## src/sv/sopsc_pkg.sv

```systemverilog
// Shared types and constants for the segmented odd prime sieve counter.
// Used by the sieve cell, the serial divider and the core; depends on nothing.
package sopsc_pkg;

    localparam int IN_W  = 21;
    localparam int CNT_W = 20;
    localparam int PC_W  = 7;
    localparam int PI_W  = 6;
    localparam int ADDR_W = 3;
    localparam int DATA_W = 32;

    localparam logic REG_PART_COUNT = 1'b0;
    localparam logic REG_PART_INDEX = 1'b1;

    typedef struct packed {
        logic valid;
        logic mark;
        logic taken;
    } t_ctl;

    function automatic int isqrt(input longint x);
        longint r;
        longint t;
        r = 0;
        for (int b = 16; b >= 0; b--) begin
            t = r | (longint'(1) << b);
            if (t * t <= x) begin
                r = t;
            end
        end
        return int'(r);
    endfunction

endpackage

```

## src/sv/sopsc_div.sv

```systemverilog
// Restoring serial divider, one quotient bit per cycle, for the share bounds.
// Depends on sopsc_pkg for the divisor width.
module sopsc_div #(
    parameter int DW = 28
) (
    input  logic                       i_clk,
    input  logic                       i_rst_n,
    input  logic                       i_start,
    input  logic [DW-1:0]              i_dividend,
    input  logic [sopsc_pkg::PC_W-1:0] i_divisor,
    output logic                       o_done,
    output logic [DW-1:0]              o_quot
);
    import sopsc_pkg::*;

    localparam int CW = $clog2(DW + 1);

    logic          r_busy;
    logic          r_done;
    logic [CW-1:0] r_cnt;
    logic [DW-1:0] r_q;
    logic [PC_W:0] r_rem;
    logic [PC_W-1:0] r_d;
    logic [PC_W:0] rem_sh;
    logic          ge;

    assign rem_sh = {r_rem[PC_W-1:0], r_q[DW-1]};
    assign ge     = rem_sh >= {1'b0, r_d};

    always_ff @(posedge i_clk) begin
        if (!i_rst_n) begin
            r_busy <= 1'b0;
            r_done <= 1'b0;
            r_cnt  <= '0;
        end else begin
            r_done <= 1'b0;
            if (i_start) begin
                r_busy <= 1'b1;
                r_cnt  <= CW'(DW);
            end else if (r_busy) begin
                r_cnt <= r_cnt - 1'b1;
                if (r_cnt == CW'(1)) begin
                    r_busy <= 1'b0;
                    r_done <= 1'b1;
                end
            end
        end
        if (i_start) begin
            r_q   <= i_dividend;
            r_rem <= '0;
            r_d   <= i_divisor;
        end else if (r_busy) begin
            r_rem <= ge ? rem_sh - {1'b0, r_d} : rem_sh;
            r_q   <= {r_q[DW-2:0], ge};
        end
    end

    assign o_done = r_done;
    assign o_quot = r_q;

endmodule

```

## config.mk

```make
export PLATFORM = sky130hd
export DESIGN_NAME = sopsc_div
export DESIGN_NICKNAME = d
export VERILOG_FILES = /design/src/sv/sopsc_pkg.sv /design/src/sv/sopsc_div.sv
export SDC_FILE = /design/constraint.sdc
export NUM_CORES = 1
export LEC_CHECK = 0
export BUFFER_PORTS_ARGS = -buffer_cell sky130_fd_sc_hd__buf_4
export CORE_MARGIN = 2
export CORE_UTILIZATION = 43
export CTS_CLUSTER_SIZE = 16
export DETAILED_ROUTE_END_ITERATION = 7
export HOLD_SLACK_MARGIN = 0.12
export PLACE_DENSITY = 0.68
export SLEW_MARGIN = 25
export SYNTH_ARGS = -nofsm -noshare
export SYNTH_HDL_FRONTEND = slang
export SYNTH_SLANG_ARGS = --single-unit
```

## constraint.sdc

```tcl
create_clock -name i_clk -period 3.1 [get_ports i_clk]
set_clock_uncertainty 0.1 [all_clocks]
set_input_delay 0 -clock i_clk [delete_from_list [all_inputs] [get_ports i_clk]]
set_output_delay 0 -clock i_clk [all_outputs]
set_load 0.02 [all_outputs]
```

==> reports/results.ini <==
[clocking]
post_cts_resized=0
cts-root-buf=clkbuf_8
tritoncts=done
clock_latency_ns=0.30
htreeDepth=2
clkTransAtPathRegs_ns=0.09
cts_made_buffers=5
cts_buffer_depth=2
cts_sinks=49

[worst_setup_path]
r2r_slack_ns=0.84
crit_path_start_kind=flop
reg2regPathDepth=8
end_kind=flop
reg2reg_to=r_rem[3]
crit_fanout=5
cp_data_required_time_ns=3.23
crit_arrival_ns=2.39
crit_type=flop to flop
rr_startpoint=o_quot[27]

[timing]
post-route-period-util_pct=72.77
slew_headroom_pct=54.17
setup_viol=0
slew_violations=0
finalHoldViolCount=0
rsz0062_at_grt=no
worst_pin_slew_ns=0.6860
min_period_ns=2.256
setup_slack_ns=0.8442
fmax_mhz=443.3
fin_tns_setup_ns=0

[yosys]
syn_area_um2=2407
syn_area_per_cell_um2=12.41
ys_ff_latch=49
ys.flop_type=edfxtp_1
syn_nets=242
synth_top_area_cell=edfxtp_1
ys_top_cells_by_area=edfxtp_1, mux2_2, dfxtp_1, ha_1, nor2_1
syn_inst=194
yosysTopAreaCellShare_pct=43.66
yosysWarnings=0
yosysSeqAreaShare_pct=55.30
synth_cell_types=46
async_reset_ff_share_pct=0
synth_edf_count=35

[finish]
diodes=0
drive_gt1_share_pct=36.67
final_util_pct=62.64
final_cells=372
most-common-layout-cells=buf_4, dlygate4sd3_1, edfxtp_1
area_delta_synth_final_pct=42.41
nFillCells=438
final_common_cell=buf_4
fin_nets=347

[place]
place_ws_ns=0.8689
dpl.hpwl_um=3530
routabilityCongestion=0.7986
port_buffers=66
dp.cells=327

[detailed_routing]
via_per_inst=5.124
drtIter0Drc=134
drt-wirelength-per-cell_um=14.28
antenna_left=0
drc=0
wl_um=5314
num_vias=1906
dr.pass1.iters=4

[global_route]
track_usage_pct=18.43
antenna_found_initial=0
grt_pass1_wl_um=8901
grt_start_max_net_pins=44
overflow=0
grt_pass1_vias=1968

[power_and_ir_drop]
p_leak_nw=1.420
power_w=0.001515
power.density_nw_per_um2=441.9
ir_drop_uv=279.7

[floorplan]
ios=67
die_area_um2=6213
die_height_um=78.82
coreArea_um2=5473
die_x_um=78.82
std_cell_rows=27
start_util_pct=43.99

[hold_path]
worstHoldStart=i_divisor[5]
hold_path.class=input port to flop
hold-path-cell-count=2
min_to=r_d[5]

[run]
maxCapViolCount=0

[run_status]
status=completed

==> state kept, by name, indices dropped and copies added (netlist names) <==
register	count
r_cnt	5
r_d	7
o_done	1
r_rem	7
r_busy	1
o_quot	28
==> how the worst max path moves through the flow <==
stage	start	endpoint	slack [ns]	depth (start not counted)
floorplan	o_quot[27]	r_rem[3]	0.83	8
detailed placement	o_quot[27]	r_rem[3]	0.87	8
global placement	o_quot[27]	r_rem[3]	0.90	8
CTS	o_quot[27]	r_rem[3]	0.84	8
global route	o_quot[27]	r_rem[3]	0.72	8
finish	o_quot[27]	r_rem[3]	0.84	8
==> metrics by stage <==
stage	hold slack [ns]	area (um2)
2_1_floorplan	-0.001131	2407
3_3_place_gp	0.07845	2973
3_5_place_dp	0.07953	2973
4_1_cts	0.3108	3428
5_1_grt	0.3197	3428
6_report	0.3233	3428
==> cell families (layout without fill, tap and decap cells) <==
family                   Yosys count  after routing  share of synthesized area [%]
AO/OA/AOI/OAI                     25             25                          8.680
XOR/XNOR                           4              4                          1.456
adder cells (fa/ha/maj)           10             10                          5.509
buffers and inverters             20            126                          3.327
flip-flops                        49             49                          55.30
multiplexers                      30             30                          13.93
AND/OR/NAND/NOR                   56             56                          11.80
==> cell usage after synthesis, drive strengths merged, types with 4 or more instances <==
| library cell | n |
|---|---|
| edfxtp | 35 |
| mux2 | 28 |
| nor2 | 17 |
| nand2 | 15 |
| dfxtp | 14 |
| inv | 14 |
| ha | 9 |
| nand2b | 5 |
| a21oi | 4 |
| buf | 4 |
| nand4 | 4 |
| nor3 | 4 |
==> layer usage <==
| metal | up-vias | routed length [um] | global-route usage [%] |
|---|---|---|---|
| li1 | 924 | - | - |
| met1 | 907 | 2256 | 22.62 |
| met2 | 63 | 2568 | 30.68 |
| met3 | 12 | 376 | 5.000 |
| met4 | 0 | 112 | 7.759 |
| met5 | - | 0 | 0 |
==> critical path, stage by stage (launching register included) <==
cell and delay [ns]:
edfxtp_1 0.37, inv_1 0.05, ha_1 0.21, fa_1 0.37, and2b_4 0.27, o22ai_2 0.10, a31o_4 0.26, a2111o_1 0.39
o211ai_2 0.06
==> area by class of cell <==
type,instances,area (um2),share of cell area (%)
Clock buffer,7,76.32,2.226
Sequential cell,49,1331,38.83
Tap cell,72,90.09,2.628
Timing Repair Buffer,104,873.3,25.47
Clock inverter,1,8.758,0.2555
Inverter,14,52.55,1.533
Multi-Input combinational cell,125,996.0,29.05
==> power breakdown <==
group	total, W	switching [W]	internal [W]
Sequential	0.000802	0.0000334	0.000769
Combinational	0.000343	0.000163	0.000180
Clock	0.000369	0.000208	0.000162
==> timing repair <==
item                                   in CTS  in global routing
endpoints found under the hold margin      48                  0
buffers inserted                            0                  0
hold buffers                               37                  0
Note: power is estimated with default switching activity, not from simulation.
