===== src/sv/sopsc_pkg.sv =====
// Shared types and constants for the segmented odd prime sieve counter.
// Used by the sieve cell, the serial divider and the core; depends on nothing.
package sopsc_pkg;

    localparam int IN_W  = 21;
    localparam int CNT_W = 20;
    localparam int PC_W  = 7;
    localparam int PI_W  = 6;
    localparam int ADDR_W = 3;
    localparam int DATA_W = 32;

    localparam logic REG_PART_COUNT = 1'b0;
    localparam logic REG_PART_INDEX = 1'b1;

    typedef struct packed {
        logic valid;
        logic mark;
        logic taken;
    } t_ctl;

    function automatic int isqrt(input longint x);
        longint r;
        longint t;
        r = 0;
        for (int b = 16; b >= 0; b--) begin
            t = r | (longint'(1) << b);
            if (t * t <= x) begin
                r = t;
            end
        end
        return int'(r);
    endfunction

endpackage


===== src/sv/sopsc_cell.sv =====
// One sieve cell: captures a base prime and strikes its odd multiples as candidates pass.
// Depends on sopsc_pkg for the control beat type.
module sopsc_cell #(
    parameter int VW = 21,
    parameter int PW = 11,
    parameter int SQ = 1024
) (
    input  logic               i_clk,
    input  logic               i_rst_n,
    input  logic               i_clr,
    input  sopsc_pkg::t_ctl    i_ctl,
    input  logic [VW-1:0]      i_v,
    output sopsc_pkg::t_ctl    o_ctl,
    output logic [VW-1:0]      o_v
);
    import sopsc_pkg::*;

    logic          r_full;
    logic [PW-1:0] r_p;
    logic [VW:0]   r_m;
    t_ctl          r_ctl;
    logic [VW-1:0] r_v;
    logic          hit;
    logic          cap;

    assign hit = i_ctl.valid && r_full && ({1'b0, i_v} == r_m);
    assign cap = i_ctl.valid && !r_full && !i_ctl.mark && !i_ctl.taken
                 && (i_v <= VW'(SQ));

    always_ff @(posedge i_clk) begin
        if (!i_rst_n || i_clr) begin
            r_full <= 1'b0;
            r_ctl  <= '0;
        end else begin
            r_ctl.valid <= i_ctl.valid;
            r_ctl.mark  <= i_ctl.mark | hit;
            r_ctl.taken <= i_ctl.taken | cap;
            if (cap) begin
                r_full <= 1'b1;
            end
        end
        r_v <= i_v;
        if (cap) begin
            r_p <= i_v[PW-1:0];
            r_m <= ({1'b0, i_v} << 1) + {1'b0, i_v};
        end else if (hit) begin
            r_m <= r_m + (VW+1)'({r_p, 1'b0});
        end
    end

    assign o_ctl = r_ctl;
    assign o_v   = r_v;

endmodule


===== config.mk =====
export PLATFORM = sky130hd
export DESIGN_NAME = sopsc_cell
export DESIGN_NICKNAME = d
export VERILOG_FILES = /design/src/sv/sopsc_pkg.sv /design/src/sv/sopsc_cell.sv
export SDC_FILE = /design/constraint.sdc
export NUM_CORES = 1
export LEC_CHECK = 0
export BUFFER_PORTS_ARGS = -buffer_cell sky130_fd_sc_hd__buf_2
export CORE_ASPECT_RATIO = 2
export CORE_MARGIN = 2
export CORE_UTILIZATION = 40
export DETAILED_ROUTE_END_ITERATION = 10
export PLACE_DENSITY = 0.55
export SETUP_SLACK_MARGIN = 0.15
export SYNTH_ARGS = -nofsm -noshare
export SYNTH_HDL_FRONTEND = slang
export SYNTH_SLANG_ARGS = --single-unit
export TNS_END_PERCENT = 20

===== constraint.sdc =====
create_clock -name i_clk -period 6.55 [get_ports i_clk]
set_input_delay 0.655 -clock i_clk [delete_from_list [all_inputs] [get_ports i_clk]]
set_output_delay 0.655 -clock i_clk [all_outputs]
set_load 0.02 [all_outputs]

==> metrics.txt <==
run status complete, no violations; core area 9763 um2; post-synthesis cell area about 4000 um2; die height about 150 um; PwrDens 225.3 nW/um2; total CTS buffers 9; Hold Startpoint i_v[0]; Initial Utilization 41.30%; max-slew violation count 0; area added between synthesis and finish 18.09%; Multi-input gate area around 2400 um2; yosys warns 0; initial antenna violation count 0; PnR Total Power 1.073 mW; Max Cap Viol 0; share of total power in the clock network roughly 47%; Worst R2R End r_m[21]$_DFFE_PP_; Post-CTS Repair Setup Buffers 0; gr ovfl total 0; PortBufs 50; R2R Path Start r_m[1]$_DFFE_PP_; critical path type flop to flop; R2R Setup Slk approximately 3.4 ns; drt wl/cell 17.57 um; Worst Hold Depth 1; all-layer global routing usage between 20% and 30%; CTS tree built; via count ~3100; share of cells above drive strength 1 a little under a fifth; final hold vios 0; Switching Fraction between 20% and 30%; Place WS between 3 and 4 ns; post-route insts no fill 600; setup_tns 0 ns; full die area 10950 um2; vias in the first global route 3330; Hold Crit Class input port to flop; Filler cells approximately 950; Worst setup SP type flop; Crit path arrival time 3.19 ns; Post-CTS Hold Fix Bufs 0; RSZ-0062 raised after global routing no; DRC violations left 0; fmax 320.6 MHz; Slowest cell on crit path a211oi_1; Total Wirelength about 11000 um; Post-Syn Nets between 400 and 500; Synth Register Bits 58; Lkg Pwr ~2.1 nW; maximum vdd drop between 0.1 and 0.15 mV; CP Max Fanout 3; final count of negative-setup-slack endpoints 0; I/O pin count 51; Sequential Area 1491 um2; Worst path most repeated cell o21ai_1; EDFF count, synth 33; Hold Path End o_v[0]$_DFF_P_; Post-DRT Antenna Nets 0; Root Buffer clkbuf_16; NumNets Final 541; Slew HR a little under two fifths; cells on worst reg2reg path 9; diodes inserted 0; P_int around 800 uW; routed vias/inst roughly 5.2; final worst-path cycle share 47.62%; fin crit period 3.119 ns; most frequent cells in the layout buf_2 (50), ha_1 (49), xnor2_1 (34), inv_1 (33), edfxtp_1 (33); post-route setup slack approximately 3.4 ns; Worst Path Required approximately 6.6 ns; Clock Path Buffers 2; Syn Area/Cell approximately 10 um2; first-pass GRT wire length between 15000 and 20000 um; largest net degree at the start of global routing 38; Seq/Total Area, Yosys 36.98%; CP Cell Sequence ha_1, fa_1, a211oi_1, o21ai_1, a31oi_1, o21ai_1, and4_1, xnor2_1, mux2i_1; initial drt markers 171; Setup crit end kind flop; dpl hpwl between 8000 and 9000 um; ys flop type edfxtp_1; Mapped Cells 405; CTS sink cnt 58; Final Skew 0.004628 ns; combinational share of power roughly 16%; commonest non-fill, non-tap cell in the layout buf_2; H-tree depth 3; async set-reset flop share out of synthesis 0%; Pre-antenna DRT Iters 6; register share of total power between 30% and 40%; gp weighted congestion approximately 0.87; Rows 51; Chip Width 75 um; Worst-path clk slew approximately 0.050 ns; clk_lat worst skew between 0.3 and 0.4 ns; Max stage delay on crit path ~0.48 ns; Psw 276.9 uW; post-CTS sizing 0; synth unique cells between 50 and 60; Post-Place Cells roughly 580; Slew @ Worst Pin between 0.9 and 1 ns
## state kept, by name, summed over array words and instances (netlist names)
signal	cells
o_ctl	3
o_v	21
r_full	1
r_m	22
r_p	11
## worst max-delay path: cells and delay by family, from the launching register on
family / cells / cell delay, ns
AO/OA/AOI/OAI: 4 / 1.25
adder cells (fa/ha/maj): 2 / 0.71
flip-flops: 1 / 0.40
AND/OR/NAND/NOR: 1 / 0.27
XOR/XNOR: 1 / 0.14
multiplexers: 1 / 0.09
## cells by family (layout without fill, tap and decap cells)
logic type,after synthesis,in the layout,share of synthesized area (%)
mux,7,7,1.800
flops,58,58,36.98
buf+inv,38,101,3.599
xor+xnor,49,49,10.64
simple gates,91,91,10.89
compound gates,111,111,19.89
fa+ha+maj,51,51,16.20
## synth_stat cells, drive strengths merged, types with 7 or more instances
master / number / area, um2
nand4: 7 / 43.79
xnor2: 34 / 297.8
a21o: 11 / 83.83
xor2: 15 / 131.4
nand2: 30 / 112.6
nor2: 23 / 91.34
dfxtp: 25 / 500.5
a211oi: 7 / 62.56
o31ai: 8 / 88.84
o21ai: 23 / 115.1
nand3: 9 / 50.05
edfxtp: 33 / 991.0
o21bai: 7 / 52.55
ha: 49 / 613.1
a21oi: 28 / 143.9
inv: 34 / 127.6
## metrics by stage
step	util [%]	hold WS (ns)	area (um2)
finish	48.78	0.4862	4762
floorplan	-	0.4631	4033
global placement	45.46	0.4761	4438
detailed placement	45.46	0.4859	4438
CTS	48.78	0.4797	4762
global route	48.78	0.4873	4762
## metal layers
metal	part of all wire (%)	wire length (um)	up-vias	track usage, %
met5	0	0	-	0
met4	4.0	421	0	9.732
met3	2.4	248	25	3.532
met2	57	6033	63	38.86
met1	36	3837	1461	21.37
li1	-	-	1584	-
## power groups by stage
stage / Sequential [mW] / Combinational [mW] / Clock, mW
6_report: 0.394 / 0.173 / 0.507
5_1_grt: 0.394 / 0.192 / 0.530
4_1_cts: 0.394 / 0.174 / 0.512
3_5_place_dp: 0.401 / 0.173 / 0
3_3_place_gp: 0.401 / 0.172 / 0
2_1_floorplan: 0.411 / 0.106 / 0
## worst max path at each step
stage,from,endpoint,slack (ns),depth (start not counted)
after global placement,i_v[14],r_m[9]$_DFFE_PP_,3.21,10
after global routing,i_v[11],r_m[9]$_DFFE_PP_,3.26,10
after detailed placement,i_v[11],r_m[10]$_DFFE_PP_,3.17,10
after floorplan,i_v[0],r_m[21]$_DFFE_PP_,3.76,9
final,r_m[1]$_DFFE_PP_,r_m[21]$_DFFE_PP_,3.43,9
after CTS,r_m[1]$_DFFE_PP_,r_m[21]$_DFFE_PP_,3.42,9
## cell type report
cell class                 count  share of cell area (%)
multi-input combinational    309                   50.32
sequential                    58                   31.32
clock inverter                 4                  0.9459
clock buffer                  12                   5.859
timing repair buffer          51                   5.412
inverter                      34                   2.680
tap                          132                   3.468
No activity file was read; power rests on OpenSTA's default activity.
